[src/rtl/rrcm_pkg.sv]
`timescale 1ns / 1ps
// ----------------------------------------------------------------------------
// rrcm_pkg
// Shared constants for the rotated rectangle clip mapper: panel size
// defaults, command / driver operation codes and register map.
// ----------------------------------------------------------------------------
package rrcm_pkg;

   // default native panel size in pixels
   localparam int unsigned NATIVE_WIDTH_DEF  = 96;
   localparam int unsigned NATIVE_HEIGHT_DEF = 64;

   // command codes (input) and driver operation codes (output)
   localparam logic [1:0] OP_PIXEL  = 2'd0;
   localparam logic [1:0] OP_RECT   = 2'd1;
   localparam logic [1:0] OP_CLEAR  = 2'd2;
   localparam logic [1:0] OP_UNUSED = 2'd3;

   // register map: word index taken from paddr[2]
   localparam int unsigned CSR_ADDR_W   = 3;
   localparam logic        REG_ROTATION = 1'b0;

endpackage

[src/rtl/rotated_rect_clip_mapper_top.sv]
`timescale 1ns / 1ps
// ----------------------------------------------------------------------------
// rotated_rect_clip_mapper_top
// Maps pixel, filled-rectangle and clear commands from rotated logical
// coordinates to native panel operations, clipping to the screen.
//
// Usage:
//   req_* : one drawing command per transaction (valid/ready).
//   rsp_* : zero or one driver operation per command (valid/ready);
//           off-screen pixels, empty or fully clipped rectangles and the
//           unused command code produce no response.
//   csr_* : APB-style port, one register (rotation, byte address 0).
//           Change rotation only while no command is in flight.
//   Path: an accepted command passes the clamp, clip and map stages in
//   order; the map stage is the output register that drives rsp_*.
//   Throughput: one command per cycle through three stages unless stalled.
//   Reset: synchronous; rotation returns to 0, all stages empty.
//   Stall: when rsp_ready is low the output holds, the stages behind it
//   fill, and req_ready drops once all three stages hold a transaction.
// ----------------------------------------------------------------------------
module rotated_rect_clip_mapper_top #(
   parameter int unsigned NATIVE_WIDTH  = rrcm_pkg::NATIVE_WIDTH_DEF,
   parameter int unsigned NATIVE_HEIGHT = rrcm_pkg::NATIVE_HEIGHT_DEF
) (
   input  logic                            clock,
   input  logic                            reset,
   // configuration
   input  logic                            csr_psel,
   input  logic                            csr_penable,
   input  logic                            csr_pwrite,
   input  logic [rrcm_pkg::CSR_ADDR_W-1:0] csr_paddr,
   input  logic [31:0]                     csr_pwdata,
   output logic [31:0]                     csr_prdata,
   output logic                            csr_pready,
   // command channel
   input  logic                            req_valid,
   output logic                            req_ready,
   input  logic [1:0]                      req_cmd,
   input  logic [15:0]                     req_pos_x,
   input  logic [15:0]                     req_pos_y,
   input  logic [15:0]                     req_rect_w,
   input  logic [15:0]                     req_rect_h,
   input  logic [15:0]                     req_color,
   // driver operation channel
   output logic                            rsp_valid,
   input  logic                            rsp_ready,
   output logic [1:0]                      rsp_op,
   output logic [7:0]                      rsp_native_x,
   output logic [7:0]                      rsp_native_y,
   output logic [7:0]                      rsp_native_w,
   output logic [7:0]                      rsp_native_h,
   output logic [15:0]                     rsp_out_color
);

   logic [1:0] rotation_ff, rotation_in;
   logic       reg_sel;

   // register decode: word index in paddr[2]
   assign reg_sel    = (csr_paddr[2] == rrcm_pkg::REG_ROTATION);
   assign csr_pready = 1'b1;

   always_comb begin
      rotation_in = rotation_ff;
      if (csr_psel && csr_penable && csr_pwrite && reg_sel) begin
         rotation_in = csr_pwdata[1:0];
      end
   end

   always_ff @(posedge clock) begin
      if (reset) begin
         rotation_ff <= 2'd0;
      end else begin
         rotation_ff <= rotation_in;
      end
   end

   // read back
   assign csr_prdata = reg_sel ? {30'd0, rotation_ff} : 32'd0;

   rrcm_pipe #(
      .NATIVE_WIDTH  (NATIVE_WIDTH),
      .NATIVE_HEIGHT (NATIVE_HEIGHT)
   ) u_pipe (
      .clock         (clock),
      .reset         (reset),
      .rotation      (rotation_ff),
      .req_valid     (req_valid),
      .req_ready     (req_ready),
      .req_cmd       (req_cmd),
      .req_pos_x     (req_pos_x),
      .req_pos_y     (req_pos_y),
      .req_rect_w    (req_rect_w),
      .req_rect_h    (req_rect_h),
      .req_color     (req_color),
      .rsp_valid     (rsp_valid),
      .rsp_ready     (rsp_ready),
      .rsp_op        (rsp_op),
      .rsp_native_x  (rsp_native_x),
      .rsp_native_y  (rsp_native_y),
      .rsp_native_w  (rsp_native_w),
      .rsp_native_h  (rsp_native_h),
      .rsp_out_color (rsp_out_color)
   );

endmodule

[src/rtl/rrcm_pipe.sv]
`timescale 1ns / 1ps
// ----------------------------------------------------------------------------
// rrcm_pipe
// Three-stage datapath: origin clamp, screen clip, native mapping.
// Each stage holds a valid bit; a stage loads when it is empty or when its
// content moves on, so a stalled output holds the run of full stages behind it.
// ----------------------------------------------------------------------------
module rrcm_pipe #(
   parameter int unsigned NATIVE_WIDTH  = rrcm_pkg::NATIVE_WIDTH_DEF,
   parameter int unsigned NATIVE_HEIGHT = rrcm_pkg::NATIVE_HEIGHT_DEF
) (
   input  logic        clock,
   input  logic        reset,
   input  logic [1:0]  rotation,
   input  logic        req_valid,
   output logic        req_ready,
   input  logic [1:0]  req_cmd,
   input  logic [15:0] req_pos_x,
   input  logic [15:0] req_pos_y,
   input  logic [15:0] req_rect_w,
   input  logic [15:0] req_rect_h,
   input  logic [15:0] req_color,
   output logic        rsp_valid,
   input  logic        rsp_ready,
   output logic [1:0]  rsp_op,
   output logic [7:0]  rsp_native_x,
   output logic [7:0]  rsp_native_y,
   output logic [7:0]  rsp_native_w,
   output logic [7:0]  rsp_native_h,
   output logic [15:0] rsp_out_color
);

   localparam logic [7:0] NW = 8'(NATIVE_WIDTH);
   localparam logic [7:0] NH = 8'(NATIVE_HEIGHT);

   // stage 1: clamped origin and shrunk size
   typedef struct packed {
      logic [1:0]         op;
      logic [14:0]        x;
      logic [14:0]        y;
      logic signed [16:0] w;
      logic signed [16:0] h;
      logic [15:0]        color;
   } s1_type;

   // stage 2: clipped rectangle on the logical screen
   typedef struct packed {
      logic [1:0]  op;
      logic [7:0]  x;
      logic [7:0]  y;
      logic [7:0]  w;
      logic [7:0]  h;
      logic [15:0] color;
   } s2_type;

   logic   v1_ff, v1_in, v2_ff, v2_in, v3_ff, v3_in;
   logic   rdy1, rdy2, rdy3;
   s1_type s1_ff, s1_in;
   s2_type s2_ff, s2_in;
   s2_type s3_ff, s3_in;

   // logical screen size follows rotation parity
   logic [7:0] lw, lh;
   assign lw = rotation[0] ? NH : NW;
   assign lh = rotation[0] ? NW : NH;

   // stall chain: a stage takes new data when empty or draining
   assign rdy3      = !v3_ff || rsp_ready;
   assign rdy2      = !v2_ff || rdy3;
   assign rdy1      = !v1_ff || rdy2;
   assign req_ready = rdy1;

   // ---- stage 1 logic: pixel becomes a 1x1 rect, clamp negative origin ----
   logic signed [16:0] in_w, in_h, x_ext, y_ext;
   always_comb begin
      in_w  = (req_cmd == rrcm_pkg::OP_PIXEL) ? 17'sd1 : {req_rect_w[15], req_rect_w};
      in_h  = (req_cmd == rrcm_pkg::OP_PIXEL) ? 17'sd1 : {req_rect_h[15], req_rect_h};
      x_ext = {req_pos_x[15], req_pos_x};
      y_ext = {req_pos_y[15], req_pos_y};
      s1_in.op    = req_cmd;
      s1_in.color = req_color;
      s1_in.x     = req_pos_x[15] ? 15'd0 : req_pos_x[14:0];
      s1_in.y     = req_pos_y[15] ? 15'd0 : req_pos_y[14:0];
      s1_in.w     = req_pos_x[15] ? in_w + x_ext : in_w;
      s1_in.h     = req_pos_y[15] ? in_h + y_ext : in_h;
      v1_in       = req_valid && (req_cmd != rrcm_pkg::OP_UNUSED);
   end

   always_ff @(posedge clock) begin
      if (reset) begin
         v1_ff <= 1'b0;
      end else if (rdy1) begin
         v1_ff <= v1_in;
      end
   end

   always_ff @(posedge clock) begin
      if (rdy1) begin
         s1_ff <= s1_in;
      end
   end

   // ---- stage 2 logic: screen bounds and right/bottom clip ----
   logic signed [17:0] end_x, end_y, lw_s, lh_s;
   logic               on_x, on_y, w_pos, h_pos, keep2;
   always_comb begin
      end_x = $signed({3'b000, s1_ff.x}) + $signed({s1_ff.w[16], s1_ff.w});
      end_y = $signed({3'b000, s1_ff.y}) + $signed({s1_ff.h[16], s1_ff.h});
      lw_s  = $signed({10'd0, lw});
      lh_s  = $signed({10'd0, lh});
      on_x  = s1_ff.x < {7'd0, lw};
      on_y  = s1_ff.y < {7'd0, lh};
      w_pos = !s1_ff.w[16] && (s1_ff.w != 17'sd0);
      h_pos = !s1_ff.h[16] && (s1_ff.h != 17'sd0);
      keep2 = (s1_ff.op == rrcm_pkg::OP_CLEAR) || (on_x && on_y && w_pos && h_pos);
      s2_in.op    = s1_ff.op;
      s2_in.color = s1_ff.color;
      s2_in.x     = s1_ff.x[7:0];
      s2_in.y     = s1_ff.y[7:0];
      s2_in.w     = (end_x > lw_s) ? lw - s1_ff.x[7:0] : s1_ff.w[7:0];
      s2_in.h     = (end_y > lh_s) ? lh - s1_ff.y[7:0] : s1_ff.h[7:0];
      v2_in       = v1_ff && keep2;
   end

   always_ff @(posedge clock) begin
      if (reset) begin
         v2_ff <= 1'b0;
      end else if (rdy2) begin
         v2_ff <= v2_in;
      end
   end

   always_ff @(posedge clock) begin
      if (rdy2) begin
         s2_ff <= s2_in;
      end
   end

   // ---- stage 3 logic: rotate into native frame ----
   // far corner maps to the native origin on mirrored axes, so the sorted
   // origin is size minus origin minus extent; odd rotations swap extents
   logic [8:0] far_w_y, far_w_x, far_h_y, far_h_x;
   always_comb begin
      far_w_y = {1'b0, NW} - {1'b0, s2_ff.y} - {1'b0, s2_ff.h};
      far_w_x = {1'b0, NW} - {1'b0, s2_ff.x} - {1'b0, s2_ff.w};
      far_h_y = {1'b0, NH} - {1'b0, s2_ff.y} - {1'b0, s2_ff.h};
      far_h_x = {1'b0, NH} - {1'b0, s2_ff.x} - {1'b0, s2_ff.w};
      s3_in.op    = s2_ff.op;
      s3_in.color = s2_ff.color;
      case (rotation)
         2'd1: begin
            s3_in.x = far_w_y[7:0];
            s3_in.y = s2_ff.x;
            s3_in.w = s2_ff.h;
            s3_in.h = s2_ff.w;
         end
         2'd2: begin
            s3_in.x = far_w_x[7:0];
            s3_in.y = far_h_y[7:0];
            s3_in.w = s2_ff.w;
            s3_in.h = s2_ff.h;
         end
         2'd3: begin
            s3_in.x = s2_ff.y;
            s3_in.y = far_h_x[7:0];
            s3_in.w = s2_ff.h;
            s3_in.h = s2_ff.w;
         end
         default: begin
            s3_in.x = s2_ff.x;
            s3_in.y = s2_ff.y;
            s3_in.w = s2_ff.w;
            s3_in.h = s2_ff.h;
         end
      endcase
      // clear carries no geometry
      if (s2_ff.op == rrcm_pkg::OP_CLEAR) begin
         s3_in.x = 8'd0;
         s3_in.y = 8'd0;
         s3_in.w = 8'd0;
         s3_in.h = 8'd0;
      end
      v3_in = v2_ff;
   end

   always_ff @(posedge clock) begin
      if (reset) begin
         v3_ff <= 1'b0;
      end else if (rdy3) begin
         v3_ff <= v3_in;
      end
   end

   always_ff @(posedge clock) begin
      if (rdy3) begin
         s3_ff <= s3_in;
      end
   end

   // output register drives the response channel
   assign rsp_valid     = v3_ff;
   assign rsp_op        = s3_ff.op;
   assign rsp_native_x  = s3_ff.x;
   assign rsp_native_y  = s3_ff.y;
   assign rsp_native_w  = s3_ff.w;
   assign rsp_native_h  = s3_ff.h;
   assign rsp_out_color = s3_ff.color;

endmodule

[config.mk]
export PLATFORM = sky130hd
export DESIGN_NAME = rotated_rect_clip_mapper_top
export DESIGN_NICKNAME = d
export VERILOG_FILES = /design/src/rtl/rrcm_pkg.sv /design/src/rtl/rotated_rect_clip_mapper_top.sv /design/src/rtl/rrcm_pipe.sv
export SDC_FILE = /design/constraint.sdc
export NUM_CORES = 1
export LEC_CHECK = 0
export ABC_AREA = 1
export BUFFER_PORTS_ARGS = -buffer_cell sky130_fd_sc_hd__buf_4
export CAP_MARGIN = 30
export CORE_MARGIN = 2
export CORE_UTILIZATION = 51
export DETAILED_ROUTE_END_ITERATION = 16
export GPL_ROUTABILITY_DRIVEN = 0
export GPL_TIMING_DRIVEN = 0
export MAX_ROUTING_LAYER = met4
export PLACE_DENSITY = 0.76
export SLEW_MARGIN = 20
export SYNTH_ARGS = -nofsm -noshare
export SYNTH_HDL_FRONTEND = slang
export SYNTH_SLANG_ARGS = --single-unit
[constraint.sdc]
create_clock -name clock -period 4 [get_ports clock]
set_input_delay 0 -clock clock [delete_from_list [all_inputs] [get_ports clock]]
set_output_delay 0 -clock clock [all_outputs]
set_load 0.02 [all_outputs]
==> reports/metrics.yaml <==
global_routing:
  grt_use_total_pct: 24.7
  grt_pass1_wl_um: 50200
  grt_max_degree: 47
  grt_pass1_vias: 10385
  globalRouteOverflowTotal: 0
  antenna_found_initial: 0
synth:
  yosys_warnings: 0
  yosysSeqAreaShare_pct: 43.2
  synth-edff-count: 182
  netlist_area_um2: 12900
  ys_ff_latch: 187
  synth_ff_type: "edfxtp_1"
  avgSynthCellArea_um2: 8.31
  synth.distinct_cells: 54
  syn_inst: 1549
  synthArstFlopShare_pct: 0
clocking:
  root_buffer: "clkbuf_16"
  clkLatencyLatePin_ns: 0.44
  worst_setup_hold_path_clk_slew_ns: 0.09
  clock_sinks: 187
  cts_setup_buffers: 0
  cts_buffers: 17
  tritoncts: "done"
  clockBufferDepth: 2
  hold_buffers: 58
  ctsResizeCount: 0
  htree_levels: 4
cells_and_area:
  antenna_cells: 0
  drive_above_1_share_pct: 15.7
  syn_to_final_growth_pct: 22.5
  fin_util_pct: 63.1
  final_nets: 2033
power:
  comb_power_share_pct: 31.8
  p_clk_share_pct: 27.8
  finalPower_mw: 6.27
  seqPwrFrac_pct: 40.3
  switching_share_pct: 35.5
  p_sw_mw: 2.22
  p_int_mw: 4.04
  peakVddDrop_uv: 259
  power_density_nw_per_um2: 398
  power_leakage_nw: 7.74
drt:
  wl_um: 31900
  drc: 0
  via_per_inst: 5.26
  wl_per_cell_um: 14.9
  first_pass_iters: 7
  vias: 11293
  drt_iter0_drc: 784
  ant_nets: 0
floorplan:
  die_y_um: 163
  core_area_um2: 25000
  rows: 58
  dieArea_um2: 26500
  ioPinCount: 209
  initial_core_util_pct: 51.5
  fp.dieW_um: 163
hold_path:
  hold_path_class: "in2reg"
timing:
  layout_min_cycle_time_ns: 3.56
  grt_setup_unrepaired: "no"
  skew_ns: 0.0180
  slew_headroom_pct: 41.3
  setup_violations: 0
  fmax_ghz: 0.281
  fin_tns_setup_ns: 0
  hold_viol: 0
  drv_slew: 0
  fin_crit_sh_pct: 88.9
  tightest_slew_ns: 0.877
setup_path:
  cp.required_ns: 4.15
  end_kind: "flip-flop"
  arrival_ns: 3.71
  path_max_fanout: 10
  start_kind: "input port"
  path_class: "in2reg"
run:
  drv_cap: 0
placed_design:
  dp_hpwl_um: 25000
  io_buffers: 145
outcome:
  status: "completed"
through the flow:
step / cell area (um^2) / std cells / hold WS (ns) / setup slack, ns
final: 15800 / 2146 / 0.0187 / 0.442
after global routing: 15800 / 2146 / 0.0372 / 0.314
after CTS: 15800 / 2146 / 0.00755 / 0.573
after detailed placement: 14500 / 2056 / 0.180 / 0.675
after global placement: 14500 / 2053 / 0.180 / 0.156
after floorplan: 13000 / 1578 / 0.0691 / 0.737
cell type report:
class                           count  area [um^2]
Clock inverter                     15          209
Sequential cell                   187         5570
Multi-Input combinational cell   1084         6140
Timing Repair Buffer              206         1730
Inverter                          255          957
Buffer                             52          320
Clock buffer                       17          425
Fill cell                        2027         9200
Tap cell                          330          413
registers in the layout, summed over array words and instances, names as in the netlist:
| register | cells |
|---|---|
| rotation_ff | 2 |
| u_pipe.rsp_native_h | 8 |
| u_pipe.rsp_native_w | 8 |
| u_pipe.rsp_native_x | 8 |
| u_pipe.rsp_native_y | 8 |
| u_pipe.rsp_op | 2 |
| u_pipe.rsp_out_color | 16 |
| u_pipe.rsp_valid | 1 |
| u_pipe.s1_ff | 82 |
| u_pipe.s2_ff | 50 |
| u_pipe.v1_ff | 1 |
| u_pipe.v2_ff | 1 |
synth_stat cells, types with 10 or more instances:
| cell type | n | area, um^2 |
|---|---|---|
| edfxtp_1 | 182 | 5470 |
| or2_2 | 14 | 87.6 |
| nor4_1 | 12 | 75.1 |
| nor3_1 | 10 | 50.1 |
| o21ai_0 | 61 | 305 |
| clkbuf_1 | 16 | 60.1 |
| nand2_1 | 347 | 1300 |
| a21oi_1 | 80 | 400 |
| xnor2_1 | 20 | 175 |
| nand3_1 | 115 | 576 |
| ha_1 | 100 | 1250 |
| nand2_2 | 25 | 156 |
| inv_1 | 250 | 938 |
| xor2_1 | 21 | 184 |
| nand4_1 | 14 | 87.6 |
| buf_4 | 31 | 233 |
| nor2_1 | 135 | 507 |
power groups by stage:
stage | sequential [mW] | combinational (mW) | clock (mW)
2_1_floorplan | 2.58 | 1.33 | 0
3_3_place_gp | 2.56 | 1.85 | 0
3_5_place_dp | 2.57 | 1.90 | 0
4_1_cts | 2.52 | 1.97 | 1.78
5_1_grt | 2.54 | 2.23 | 1.84
6_report | 2.53 | 2.00 | 1.74
kinds of logic (layout without fill, tap and decap cells):
kind of cell               Yosys count  after routing  synth area share (%)
DFF                                187            187                  43.2
muxes                                1              1                 0.175
AOI/OAI and AO/OA                  203            203                  9.13
buffers and inverters              307            545                  9.93
other                                2             31                0.0584
xor gates and xnor gates            41             41                  2.79
and+or+nand+nor                    702            702                  24.0
adders and majority gates          106            106                  10.7
worst max-delay path, cell delays in order:
cell	delay, ns
dlygate4sd3_1	0.55
buf_4	0.14
nor2_1	0.66
clkbuf_1	0.55
nor2_1	0.15
ha_1	0.36
inv_1	0.12
o21bai_1	0.08
a31oi_1	0.23
nand3_1	0.20
a21o_1	0.21
or2_2	0.27
nand3_1	0.07
o21ai_0	0.12
layer usage:
| layer | wire length (um) | track usage [%] |
|---|---|---|
| met1 | 13700 | 31.3 |
| met2 | 14900 | 40.2 |
| met3 | 2400 | 3.57 |
| met4 | 937 | 9.49 |
| met5 | 0 | - |
placed cells by master, fill, tap and decap left out, types with 4 or more instances in the layout:
cell type      instances
nand3b_1               4
a21oi_1               80
a211oi_1               4
nand3_2                6
a31oi_1                8
fa_1                   6
conb_1                31
o21ai_0               61
xor2_1                21
a21oi_2                5
o22ai_1                5
inv_8                  4
buf_4                176
clkbuf_16             17
nand3_1              115
nand2_1              345
inv_1                249
nor2_2                 8
nor3_1                10
inv_2                  4
nand4_1               14
or2_2                 14
nand2_2               26
o21ai_1                9
a21o_1                 6
dlygate4sd3_1         58
nor2_1               135
ha_1                 100
dfxtp_1                5
clkinv_8               7
clkbuf_1              16
edfxtp_1             182
xnor2_1               20
nor4_1                12
a221oi_1               7
worst paths after layout:
check              startpoint                to  slack [ns]  depth (start not counted)
max reg2reg  u_pipe.s1_ff[35]  u_pipe.s2_ff[29]        0.71                         19
min reg2reg   u_pipe.s1_ff[5]   u_pipe.s2_ff[5]        0.42                          0
min            req_rect_h[11]  u_pipe.s1_ff[27]        0.02                          5
max                req_cmd[0]  u_pipe.s1_ff[47]        0.44                         14
Note: power is estimated with default switching activity, not from simulation.
